## src/rtl/hgpg_pkg.sv

```systemverilog
package hgpg_pkg;

    // Largest frame dimension; effective width and height clamp to it
    localparam int unsigned MAX_DIM = 4096;

    // Field and register widths
    localparam int COORD_W     = 12;
    localparam int DIM_W       = $clog2(MAX_DIM) + 1;
    localparam int PITCH_W     = 14;
    localparam int OFFSET_W    = 27;
    localparam int COLOR_W     = 8;
    localparam int CFG_DATA_W  = 14;
    localparam int CFG_INDEX_W = 2;

    // Divider sizing: hue quotient 0..359, value quotient 0..254
    localparam int HUE_Q_W    = 9;
    localparam int VAL_Q_W    = 8;
    localparam int HUE_N_W    = 21;
    localparam int VAL_N_W    = 20;
    localparam int DIV_STAGES = HUE_Q_W;

    // Row product y*pitch
    localparam int ROW_W = COORD_W + PITCH_W;

    // Color ramp: v*k fits 14 bits, divide by 60 through a reciprocal
    localparam int RAMP_K_W    = 6;
    localparam int RAMP_N_W    = COLOR_W + RAMP_K_W;
    localparam int RECIP_SHIFT = 20;
    localparam int RECIP_W     = 15;
    localparam int PROD_W      = RAMP_N_W + RECIP_W;
    localparam logic [RECIP_W-1:0] RECIP_60 = 15'd17477;

    localparam int HUE_SPAN = 360;
    localparam int VAL_MAX  = 255;
    localparam int SEG_1    = 60;
    localparam int SEG_2    = 120;
    localparam int SEG_3    = 180;
    localparam int SEG_4    = 240;
    localparam int SEG_5    = 300;

    // Register reset values
    localparam logic [DIM_W-1:0]   WIDTH_RESET  = 13'd640;
    localparam logic [DIM_W-1:0]   HEIGHT_RESET = 13'd480;
    localparam logic [PITCH_W-1:0] PITCH_RESET  = 14'd640;

    // Register indexes
    typedef enum logic [CFG_INDEX_W-1:0] {
        CFG_FRAME_WIDTH  = 2'd0,
        CFG_FRAME_HEIGHT = 2'd1,
        CFG_LINE_PITCH   = 2'd2
    } cfg_reg_t;

    // Hue segments: which channel is full, which ramps, which is off
    typedef enum logic [2:0] {
        SEG_RED_GREEN_UP,
        SEG_GREEN_RED_DOWN,
        SEG_GREEN_BLUE_UP,
        SEG_BLUE_GREEN_DOWN,
        SEG_BLUE_RED_UP,
        SEG_RED_BLUE_DOWN
    } seg_t;

    // Clamp a dimension register to 1..MAX_DIM
    function automatic logic [DIM_W-1:0] eff_dim(input logic [DIM_W-1:0] d);
        logic [DIM_W-1:0] r;
        r = d;
        if (d == '0) begin
            r = DIM_W'(1);
        end else if (d > DIM_W'(MAX_DIM)) begin
            r = DIM_W'(MAX_DIM);
        end
        return r;
    endfunction

endpackage

```

## src/rtl/hue_gradient_pixel_generator.sv

```systemverilog
// Channel   Handshake                     Payload
// s_        s_valid / s_ready             s_pixel_x, s_pixel_y
// m_        m_valid / m_ready             m_byte_offset, m_red, m_green, m_blue
// cfg_      cfg_wr_en (no wait)           cfg_index, cfg_wr_data
//
// One pixel per clock while the output is not stalled; fifteen register stages, most
// of them the nine restoring divider stages (one quotient bit per stage; the value
// divider uses the last eight).
// Reset clears all valid bits and loads width 640, height 480, pitch 640.
// m_ready low with a result held freezes the pipeline; a one-beat skid register at
// the input takes one more beat while the pipeline is frozen.
module hue_gradient_pixel_generator (
    input  logic                               aclk,
    input  logic                               aresetn,
    input  logic                               s_valid,
    output logic                               s_ready,
    input  logic [hgpg_pkg::COORD_W-1:0]       s_pixel_x,
    input  logic [hgpg_pkg::COORD_W-1:0]       s_pixel_y,
    output logic                               m_valid,
    input  logic                               m_ready,
    output logic [hgpg_pkg::OFFSET_W-1:0]      m_byte_offset,
    output logic [hgpg_pkg::COLOR_W-1:0]       m_red,
    output logic [hgpg_pkg::COLOR_W-1:0]       m_green,
    output logic [hgpg_pkg::COLOR_W-1:0]       m_blue,
    input  logic                               cfg_wr_en,
    input  logic [hgpg_pkg::CFG_INDEX_W-1:0]   cfg_index,
    input  logic [hgpg_pkg::CFG_DATA_W-1:0]    cfg_wr_data
);
    import hgpg_pkg::*;

    // Configuration registers
    logic [DIM_W-1:0]   frame_width_reg;
    logic [DIM_W-1:0]   frame_height_reg;
    logic [PITCH_W-1:0] line_pitch_reg;
    logic [DIM_W-1:0]   w_eff;
    logic [DIM_W-1:0]   h_eff;

    // Input skid
    logic               skid_valid_reg;
    logic [COORD_W-1:0] skid_x_reg;
    logic [COORD_W-1:0] skid_y_reg;
    logic               src_valid;
    logic [COORD_W-1:0] src_x;
    logic [COORD_W-1:0] src_y;
    logic               en;

    // Stage 1: clamped coordinates
    logic               s1_valid_reg;
    logic [COORD_W-1:0] s1_x_reg;
    logic [COORD_W-1:0] s1_y_reg;
    logic [COORD_W-1:0] s1_x_next;
    logic [COORD_W-1:0] s1_y_next;

    // Stage 2: dividends and row product
    logic               s2_valid_reg;
    logic [HUE_N_W-1:0] s2_hn_reg;
    logic [VAL_N_W-1:0] s2_vn_reg;
    logic [ROW_W-1:0]   s2_row_reg;
    logic [COORD_W-1:0] s2_x_reg;
    logic [ROW_W-1:0]   row_sum;

    // Divider stages
    logic                d_valid_reg [DIV_STAGES];
    logic [HUE_N_W-1:0]  d_rem_h_reg [DIV_STAGES];
    logic [HUE_Q_W-1:0]  d_q_h_reg   [DIV_STAGES];
    logic [VAL_N_W-1:0]  d_rem_v_reg [DIV_STAGES];
    logic [VAL_Q_W-1:0]  d_q_v_reg   [DIV_STAGES];
    logic [OFFSET_W-1:0] d_off_reg   [DIV_STAGES];
    logic [HUE_N_W-1:0]  d_rem_h_next [DIV_STAGES];
    logic [HUE_Q_W-1:0]  d_q_h_next   [DIV_STAGES];
    logic [VAL_N_W-1:0]  d_rem_v_next [DIV_STAGES];
    logic [VAL_Q_W-1:0]  d_q_v_next   [DIV_STAGES];
    logic [OFFSET_W-1:0] d_off_next   [DIV_STAGES];

    // Segment stage
    logic                c_valid_reg;
    seg_t                c_seg_reg;
    logic [RAMP_K_W-1:0] c_k_reg;
    logic [COLOR_W-1:0]  c_v_reg;
    logic [OFFSET_W-1:0] c_off_reg;
    seg_t                c_seg_next;
    logic [RAMP_K_W-1:0] c_k_next;
    logic [COLOR_W-1:0]  c_v_next;

    // Ramp numerator stage
    logic                n_valid_reg;
    seg_t                n_seg_reg;
    logic [RAMP_N_W-1:0] n_val_reg;
    logic [COLOR_W-1:0]  n_v_reg;
    logic [OFFSET_W-1:0] n_off_reg;

    // Reciprocal product stage
    logic                p_valid_reg;
    seg_t                p_seg_reg;
    logic [PROD_W-1:0]   p_prod_reg;
    logic [COLOR_W-1:0]  p_v_reg;
    logic [OFFSET_W-1:0] p_off_reg;

    // Output register
    logic                out_valid_reg;
    logic [OFFSET_W-1:0] out_off_reg;
    logic [COLOR_W-1:0]  out_r_reg;
    logic [COLOR_W-1:0]  out_g_reg;
    logic [COLOR_W-1:0]  out_b_reg;
    logic [COLOR_W-1:0]  out_r_next;
    logic [COLOR_W-1:0]  out_g_next;
    logic [COLOR_W-1:0]  out_b_next;
    logic [COLOR_W-1:0]  ramp;

    // Write configuration registers
    always_ff @(posedge aclk) begin
        if (!aresetn) begin
            frame_width_reg  <= WIDTH_RESET;
            frame_height_reg <= HEIGHT_RESET;
            line_pitch_reg   <= PITCH_RESET;
        end else if (cfg_wr_en) begin
            case (cfg_index)
                CFG_FRAME_WIDTH:  frame_width_reg  <= cfg_wr_data[DIM_W-1:0];
                CFG_FRAME_HEIGHT: frame_height_reg <= cfg_wr_data[DIM_W-1:0];
                CFG_LINE_PITCH:   line_pitch_reg   <= cfg_wr_data[PITCH_W-1:0];
                default: ;
            endcase
        end
    end

    assign w_eff = eff_dim(frame_width_reg);
    assign h_eff = eff_dim(frame_height_reg);

    // Advance the whole pipeline unless a result at the output is held by m_ready low
    assign en      = !out_valid_reg || m_ready;
    assign s_ready = !skid_valid_reg;

    // Pick the skid beat first, else the incoming beat
    always_comb begin
        src_valid = skid_valid_reg || s_valid;
        src_x     = skid_valid_reg ? skid_x_reg : s_pixel_x;
        src_y     = skid_valid_reg ? skid_y_reg : s_pixel_y;
    end

    // Hold a beat in the skid while the pipeline is frozen
    always_ff @(posedge aclk) begin
        if (!aresetn) begin
            skid_valid_reg <= 1'b0;
        end else if (en) begin
            skid_valid_reg <= 1'b0;
        end else if (s_valid && s_ready) begin
            skid_valid_reg <= 1'b1;
        end
    end

    always_ff @(posedge aclk) begin
        if (!en && s_valid && s_ready) begin
            skid_x_reg <= s_pixel_x;
            skid_y_reg <= s_pixel_y;
        end
    end

    // Clamp coordinates to the frame
    always_comb begin
        s1_x_next = src_x;
        s1_y_next = src_y;
        if ({1'b0, src_x} >= w_eff) begin
            s1_x_next = COORD_W'(w_eff - DIM_W'(1));
        end
        if ({1'b0, src_y} >= h_eff) begin
            s1_y_next = COORD_W'(h_eff - DIM_W'(1));
        end
    end

    // Offset of the pixel: 4*(row + x), wrapping at the field width
    assign row_sum = s2_row_reg + ROW_W'(s2_x_reg);

    // Restoring division, one quotient bit per stage (value divider from the second stage)
    always_comb begin
        logic [HUE_N_W-1:0]  rh;
        logic [HUE_N_W-1:0]  dh;
        logic [HUE_Q_W-1:0]  qh;
        logic [VAL_N_W-1:0]  rv;
        logic [VAL_N_W-1:0]  dv;
        logic [VAL_Q_W-1:0]  qv;
        logic [OFFSET_W-1:0] off;
        for (int i = 0; i < DIV_STAGES; i++) begin
            if (i == 0) begin
                rh  = s2_hn_reg;
                qh  = '0;
                rv  = s2_vn_reg;
                qv  = '0;
                off = OFFSET_W'({row_sum, 2'b00});
            end else begin
                rh  = d_rem_h_reg[i-1];
                qh  = d_q_h_reg[i-1];
                rv  = d_rem_v_reg[i-1];
                qv  = d_q_v_reg[i-1];
                off = d_off_reg[i-1];
            end
            dh = HUE_N_W'(w_eff) << (DIV_STAGES - 1 - i);
            if (rh >= dh) begin
                rh = rh - dh;
                qh = {qh[HUE_Q_W-2:0], 1'b1};
            end else begin
                qh = {qh[HUE_Q_W-2:0], 1'b0};
            end
            // The value quotient has one bit less: skip the first stage
            if (i >= 1) begin
                dv = VAL_N_W'(h_eff) << (DIV_STAGES - 1 - i);
                if (rv >= dv) begin
                    rv = rv - dv;
                    qv = {qv[VAL_Q_W-2:0], 1'b1};
                end else begin
                    qv = {qv[VAL_Q_W-2:0], 1'b0};
                end
            end
            d_rem_h_next[i] = rh;
            d_q_h_next[i]   = qh;
            d_rem_v_next[i] = rv;
            d_q_v_next[i]   = qv;
            d_off_next[i]   = off;
        end
    end

    // Find the hue segment and its ramp step
    always_comb begin
        logic [HUE_Q_W-1:0] h;
        h        = d_q_h_reg[DIV_STAGES-1];
        c_v_next = COLOR_W'(VAL_MAX) - d_q_v_reg[DIV_STAGES-1];
        if (h < HUE_Q_W'(SEG_1)) begin
            c_seg_next = SEG_RED_GREEN_UP;
            c_k_next   = RAMP_K_W'(h);
        end else if (h < HUE_Q_W'(SEG_2)) begin
            c_seg_next = SEG_GREEN_RED_DOWN;
            c_k_next   = RAMP_K_W'(HUE_Q_W'(SEG_2) - h);
        end else if (h < HUE_Q_W'(SEG_3)) begin
            c_seg_next = SEG_GREEN_BLUE_UP;
            c_k_next   = RAMP_K_W'(h - HUE_Q_W'(SEG_2));
        end else if (h < HUE_Q_W'(SEG_4)) begin
            c_seg_next = SEG_BLUE_GREEN_DOWN;
            c_k_next   = RAMP_K_W'(HUE_Q_W'(SEG_4) - h);
        end else if (h < HUE_Q_W'(SEG_5)) begin
            c_seg_next = SEG_BLUE_RED_UP;
            c_k_next   = RAMP_K_W'(h - HUE_Q_W'(SEG_4));
        end else begin
            c_seg_next = SEG_RED_BLUE_DOWN;
            c_k_next   = RAMP_K_W'(HUE_Q_W'(HUE_SPAN) - h);
        end
    end

    // Route full value and ramp to the channels
    assign ramp = p_prod_reg[RECIP_SHIFT +: COLOR_W];

    always_comb begin
        out_r_next = '0;
        out_g_next = '0;
        out_b_next = '0;
        case (p_seg_reg)
            SEG_RED_GREEN_UP: begin
                out_r_next = p_v_reg;
                out_g_next = ramp;
            end
            SEG_GREEN_RED_DOWN: begin
                out_r_next = ramp;
                out_g_next = p_v_reg;
            end
            SEG_GREEN_BLUE_UP: begin
                out_g_next = p_v_reg;
                out_b_next = ramp;
            end
            SEG_BLUE_GREEN_DOWN: begin
                out_g_next = ramp;
                out_b_next = p_v_reg;
            end
            SEG_BLUE_RED_UP: begin
                out_r_next = ramp;
                out_b_next = p_v_reg;
            end
            SEG_RED_BLUE_DOWN: begin
                out_r_next = p_v_reg;
                out_b_next = ramp;
            end
            default: ;
        endcase
    end

    // Advance valid bits
    always_ff @(posedge aclk) begin
        if (!aresetn) begin
            s1_valid_reg  <= 1'b0;
            s2_valid_reg  <= 1'b0;
            for (int i = 0; i < DIV_STAGES; i++) begin
                d_valid_reg[i] <= 1'b0;
            end
            c_valid_reg   <= 1'b0;
            n_valid_reg   <= 1'b0;
            p_valid_reg   <= 1'b0;
            out_valid_reg <= 1'b0;
        end else if (en) begin
            s1_valid_reg <= src_valid;
            s2_valid_reg <= s1_valid_reg;
            d_valid_reg[0] <= s2_valid_reg;
            for (int i = 1; i < DIV_STAGES; i++) begin
                d_valid_reg[i] <= d_valid_reg[i-1];
            end
            c_valid_reg   <= d_valid_reg[DIV_STAGES-1];
            n_valid_reg   <= c_valid_reg;
            p_valid_reg   <= n_valid_reg;
            out_valid_reg <= p_valid_reg;
        end
    end

    // Advance payload
    always_ff @(posedge aclk) begin
        if (en) begin
            s1_x_reg   <= s1_x_next;
            s1_y_reg   <= s1_y_next;
            s2_hn_reg  <= HUE_N_W'(s1_x_reg) * HUE_N_W'(HUE_SPAN);
            s2_vn_reg  <= VAL_N_W'(s1_y_reg) * VAL_N_W'(VAL_MAX);
            s2_row_reg <= ROW_W'(s1_y_reg) * ROW_W'(line_pitch_reg);
            s2_x_reg   <= s1_x_reg;
            for (int i = 0; i < DIV_STAGES; i++) begin
                d_rem_h_reg[i] <= d_rem_h_next[i];
                d_q_h_reg[i]   <= d_q_h_next[i];
                d_rem_v_reg[i] <= d_rem_v_next[i];
                d_q_v_reg[i]   <= d_q_v_next[i];
                d_off_reg[i]   <= d_off_next[i];
            end
            c_seg_reg   <= c_seg_next;
            c_k_reg     <= c_k_next;
            c_v_reg     <= c_v_next;
            c_off_reg   <= d_off_reg[DIV_STAGES-1];
            n_seg_reg   <= c_seg_reg;
            n_val_reg   <= RAMP_N_W'(c_v_reg) * RAMP_N_W'(c_k_reg);
            n_v_reg     <= c_v_reg;
            n_off_reg   <= c_off_reg;
            p_seg_reg   <= n_seg_reg;
            p_prod_reg  <= PROD_W'(n_val_reg) * PROD_W'(RECIP_60);
            p_v_reg     <= n_v_reg;
            p_off_reg   <= n_off_reg;
            out_off_reg <= p_off_reg;
            out_r_reg   <= out_r_next;
            out_g_reg   <= out_g_next;
            out_b_reg   <= out_b_next;
        end
    end

    assign m_valid       = out_valid_reg;
    assign m_byte_offset = out_off_reg;
    assign m_red         = out_r_reg;
    assign m_green       = out_g_reg;
    assign m_blue        = out_b_reg;

`ifndef SYNTHESIS
    // A full skid drains on the first cycle the pipeline moves
    a_skid_drains: assert property (@(posedge aclk) disable iff (!aresetn)
        skid_valid_reg && en |=> !skid_valid_reg)
        else $error("skid beat not drained");

    // Clamped column lies inside the frame
    a_x_clamped: assert property (@(posedge aclk) disable iff (!aresetn)
        s1_valid_reg |-> ({1'b0, s1_x_reg} < w_eff))
        else $error("column not clamped");

    // Hue leaving the divider is below a full turn
    a_hue_range: assert property (@(posedge aclk) disable iff (!aresetn)
        d_valid_reg[DIV_STAGES-1] |-> (d_q_h_reg[DIV_STAGES-1] < HUE_Q_W'(HUE_SPAN)))
        else $error("hue out of range");

    // Full saturation: one channel is always off
    a_one_channel_off: assert property (@(posedge aclk) disable iff (!aresetn)
        m_valid |-> (m_red == '0 || m_green == '0 || m_blue == '0))
        else $error("no channel off");

    // A result appears only after the last internal stage held one
    a_out_from_pipe: assert property (@(posedge aclk) disable iff (!aresetn)
        $rose(out_valid_reg) |-> $past(p_valid_reg))
        else $error("result without source");
`endif

endmodule
```

## config.mk

```make
export PLATFORM = sky130hd
export DESIGN_NAME = hue_gradient_pixel_generator
export DESIGN_NICKNAME = d
export VERILOG_FILES = /design/src/rtl/hgpg_pkg.sv /design/src/rtl/hue_gradient_pixel_generator.sv
export SDC_FILE = /design/constraint.sdc
export NUM_CORES = 2
export LEC_CHECK = 0
export ABC_CLOCK_PERIOD_IN_PS = 45500
export BUFFER_PORTS_ARGS = -buffer_cell sky130_fd_sc_hd__buf_4
export CORE_ASPECT_RATIO = 0.9
export CORE_UTILIZATION = 50
export DETAILED_ROUTE_END_ITERATION = 12
export PLACE_DENSITY_LB_ADDON = 0.08
export SYNTH_ARGS = -nofsm -noshare
export SYNTH_HDL_FRONTEND = slang
export SYNTH_SLANG_ARGS = --single-unit
```

## constraint.sdc

```tcl
create_clock -name aclk -period 45.5 [get_ports aclk]
set_input_delay 11.375 -clock aclk [delete_from_list [all_inputs] [get_ports aclk]]
set_output_delay 11.375 -clock aclk [all_outputs]
set_load 0.01 [all_outputs]
```

==> impl_metrics.py <==
metrics = {
    "critical_path": {
        "startpoint_type": "primary input",
        "cpMostUsedCell": "buf_4",
        "rr_worst_depth": 19,
        "worst_setup_path_end_kind": "register",
        "slowest_stage": "buf_4",
        "r2r_slack_ps": 38500,
        "cp_cell_sequence": "buf_4 > nor2b_1 > buf_4 > inv_8 > buf_12 > buf_4 > buf_4 > buf_4",
        "crit_required_ps": 45810,
        "crit_start": "m_ready",
        "endpoint": "d_off_reg[1][13]$_DFFE_PP_",
        "reg2reg_from": "s1_y_reg[8]$_DFFE_PP_",
        "arrival_ps": 15650,
        "r2r-end": "s2_row_reg[23]$_DFFE_PP_",
        "slowest_delay_ps": 810,
        "criticalPathCategory": "in -> reg",
        "critical_path.max_fanout": 178,
    },
    "timing": {
        "rsz0062_at_grt": "false",
        "setup_violations": 0,
        "finClkSkew_ps": 17.3,
        "hold_viol": 0,
        "worstMarginPinSlew_ps": 1290,
        "slew_headroom_pct": 14.3,
        "period_minus_slack_ps": 15340,
        "max_freq_mhz": 65.2,
        "tns_ps": 0,
        "period_share_pct": 33.7,
        "finalMaxSlewViolations": 0,
        "setup_slack_ps": 30160,
    },
    "die": {
        "start_util_pct": 50.5,
        "rows": 117,
        "die_h_um": 323,
        "die_area_um2": 116000,
        "io_pins": 98,
        "die_x_um": 359,
        "coreArea_um2": 113000,
    },
    "global_route": {
        "grt_max_degree": 179,
        "antenna_found_initial": 0,
        "grt_first_pass_wirelength_um": 189000,
        "grt.total_usage_pct": 20.6,
        "grt_pass1_vias": 34500,
        "overflow": 0,
    },
    "synth": {
        "yosys-top-cells-area": "edfxtp_1 49%, ha_1 11%, fa_1 8.7%",
        "seq_area_frac_synth_pct": 50.2,
        "ys_ff_latch": 975,
        "synth_area_leader_cell": "edfxtp_1",
        "synth_edf_count": 928,
        "ys.flop_type": "edfxtp_1",
        "syn_avg_cell_area_um2": 12.2,
        "post_synth_inst_count": 4719,
        "synth.most_common_cell": "edfxtp_1",
        "synth_top_cell_area_share_pct": 48.6,
        "yosys_warnings": 0,
        "async_reset_ff_share_pct": 0,
        "ys_types": 96,
        "synthTopCellsByCount": "928 x edfxtp_1, 503 x ha_1, 453 x inv_1",
        "netlist_area_um2": 57300,
    },
    "place": {
        "dp_hpwl_um": 85500,
        "port_buffers": 95,
        "gp_congestion": 0.845,
        "post-place-ws_ps": 29310,
    },
    "cells_and_area": {
        "fill_cells": 9469,
        "largest_reg_flops": 225,
        "drive_above_1_share_pct": 8.60,
        "syn2layout_area_growth_pct": 10.7,
        "nets": 5671,
        "antenna_cells": 0,
    },
    "run_status": {
        "status": "complete, no violations",
    },
    "clocking": {
        "postCtsSetupBuffers": 0,
        "clk_latency_ps": 680,
        "path_clk_slew_ps": 60,
        "cts_root_buf": "clkbuf_16",
        "clock_path_buffers": 3,
        "holdBufCountCts": 0,
        "htreeDepth": 3,
        "clock_sinks": 975,
        "cts_tree": "yes",
        "cts_resized": 0,
        "numCtsBuffers": 104,
    },
    "drt": {
        "routed_wl_um": 118000,
        "viasPerCell": 5.44,
        "postRouteAntennaNets": 0,
        "first_iter_violations": 2479,
        "route.detailed.drc": 0,
        "first_pass_iters": 6,
        "vias": 35100,
        "routedWlPerCell_um": 18.2,
    },
    "power": {
        "power_density_nw_per_um2": 73.5,
        "irDropWorstVdd_v": 0.0000534,
        "leakage_nw": 26.7,
    },
    "flow_run": {
        "cap_violations": 0,
    },
    "hold_path": {
        "min_from": "s2_vn_reg[2]$_DFFE_PP_",
        "hold_class": "reg -> reg",
    },
}
-- cell type report --
class                   instances  area [um2]  area share, %
inverters                     457        1720           2.71
clock buffers                 129        2830           4.45
well taps                    1487        1860           2.93
clock inverters                66         741           1.17
multi-input cells            3195       26500           41.7
repair buffers                142        1080           1.70
flip-flops and latches        975       28800           45.4
-- cells by family after synthesis --
group / synth area share (%)
AND/OR/NAND/NOR: 9.62
flip-flops: 50.2
AO/OA/AOI/OAI: 9.27
adder cells (fa/ha/maj): 19.6
buffers and inverters: 3.66
XOR/XNOR: 4.26
multiplexers: 3.31
other: 0.00654
-- routing by layer --
metal	global-route usage [%]	part of all wire [%]	vias to the layer above
li1	-	-	17200
met1	29.5	48	17000
met2	33.0	45	686
met3	2.82	4.3	177
met4	5.56	2.3	0
met5	0	0	-
-- layout by cell type (no fill, tap or decap), types with 64 or more instances in the layout --
cell type,synthesis,final
nand2_1,434,434
a21o_1,99,99
a21oi_1,253,253
buf_4,2,141
ha_1,503,503
o21ai_0,137,137
mux2_2,65,65
nand3_1,64,64
inv_1,453,452
fa_1,248,248
xnor2_1,180,180
and2_1,89,89
nor2_1,237,237
edfxtp_1,928,928
xor2_1,99,99
clkbuf_16,0,108
-- worst max-delay path, delay by kind of cell --
family,cells,cell delay (ps)
buffers and inverters,7,4030
and+or+nand+nor,1,60
-- through the flow --
stage | util (%) | hold WS [ps] | cells | total power, mW | cell area [um2]
2_1_floorplan | - | 400 | 4720 | 3.31 | 57300
4_1_cts | 56.0 | 412 | 6451 | 4.71 | 63500
6_report | 56.0 | 414 | 6451 | 4.67 | 63500
3_5_place_dp | 52.8 | 405 | 6256 | 3.81 | 59900
5_1_grt | 56.0 | 413 | 6451 | 5.06 | 63500
3_3_place_gp | 52.8 | 401 | 6256 | 3.78 | 59900
-- where the power goes --
part / internal, mW / switching (mW)
logic: 0.964 / 1.13
registers: 1.51 / 0.191
clock network: 0.522 / 0.355
total: 3.00 / 1.67
-- how the worst min path moves through the flow --
stage | end | slack (ps) | depth (start not counted)
6_report | d_rem_v_reg[0][2]$_DFFE_PP_ | 410 | 0
5_1_grt | d_off_reg[4][4]$_DFFE_PP_ | 410 | 0
4_1_cts | d_rem_v_reg[0][2]$_DFFE_PP_ | 410 | 0
3_5_place_dp | c_off_reg[4]$_DFFE_PP_ | 400 | 0
3_3_place_gp | d_q_v_reg[0][57]$_DFFE_PP_ | 400 | 0
2_1_floorplan | c_off_reg[10]$_DFFE_PP_ | 400 | 0
(Power assumes the default switching activity.)
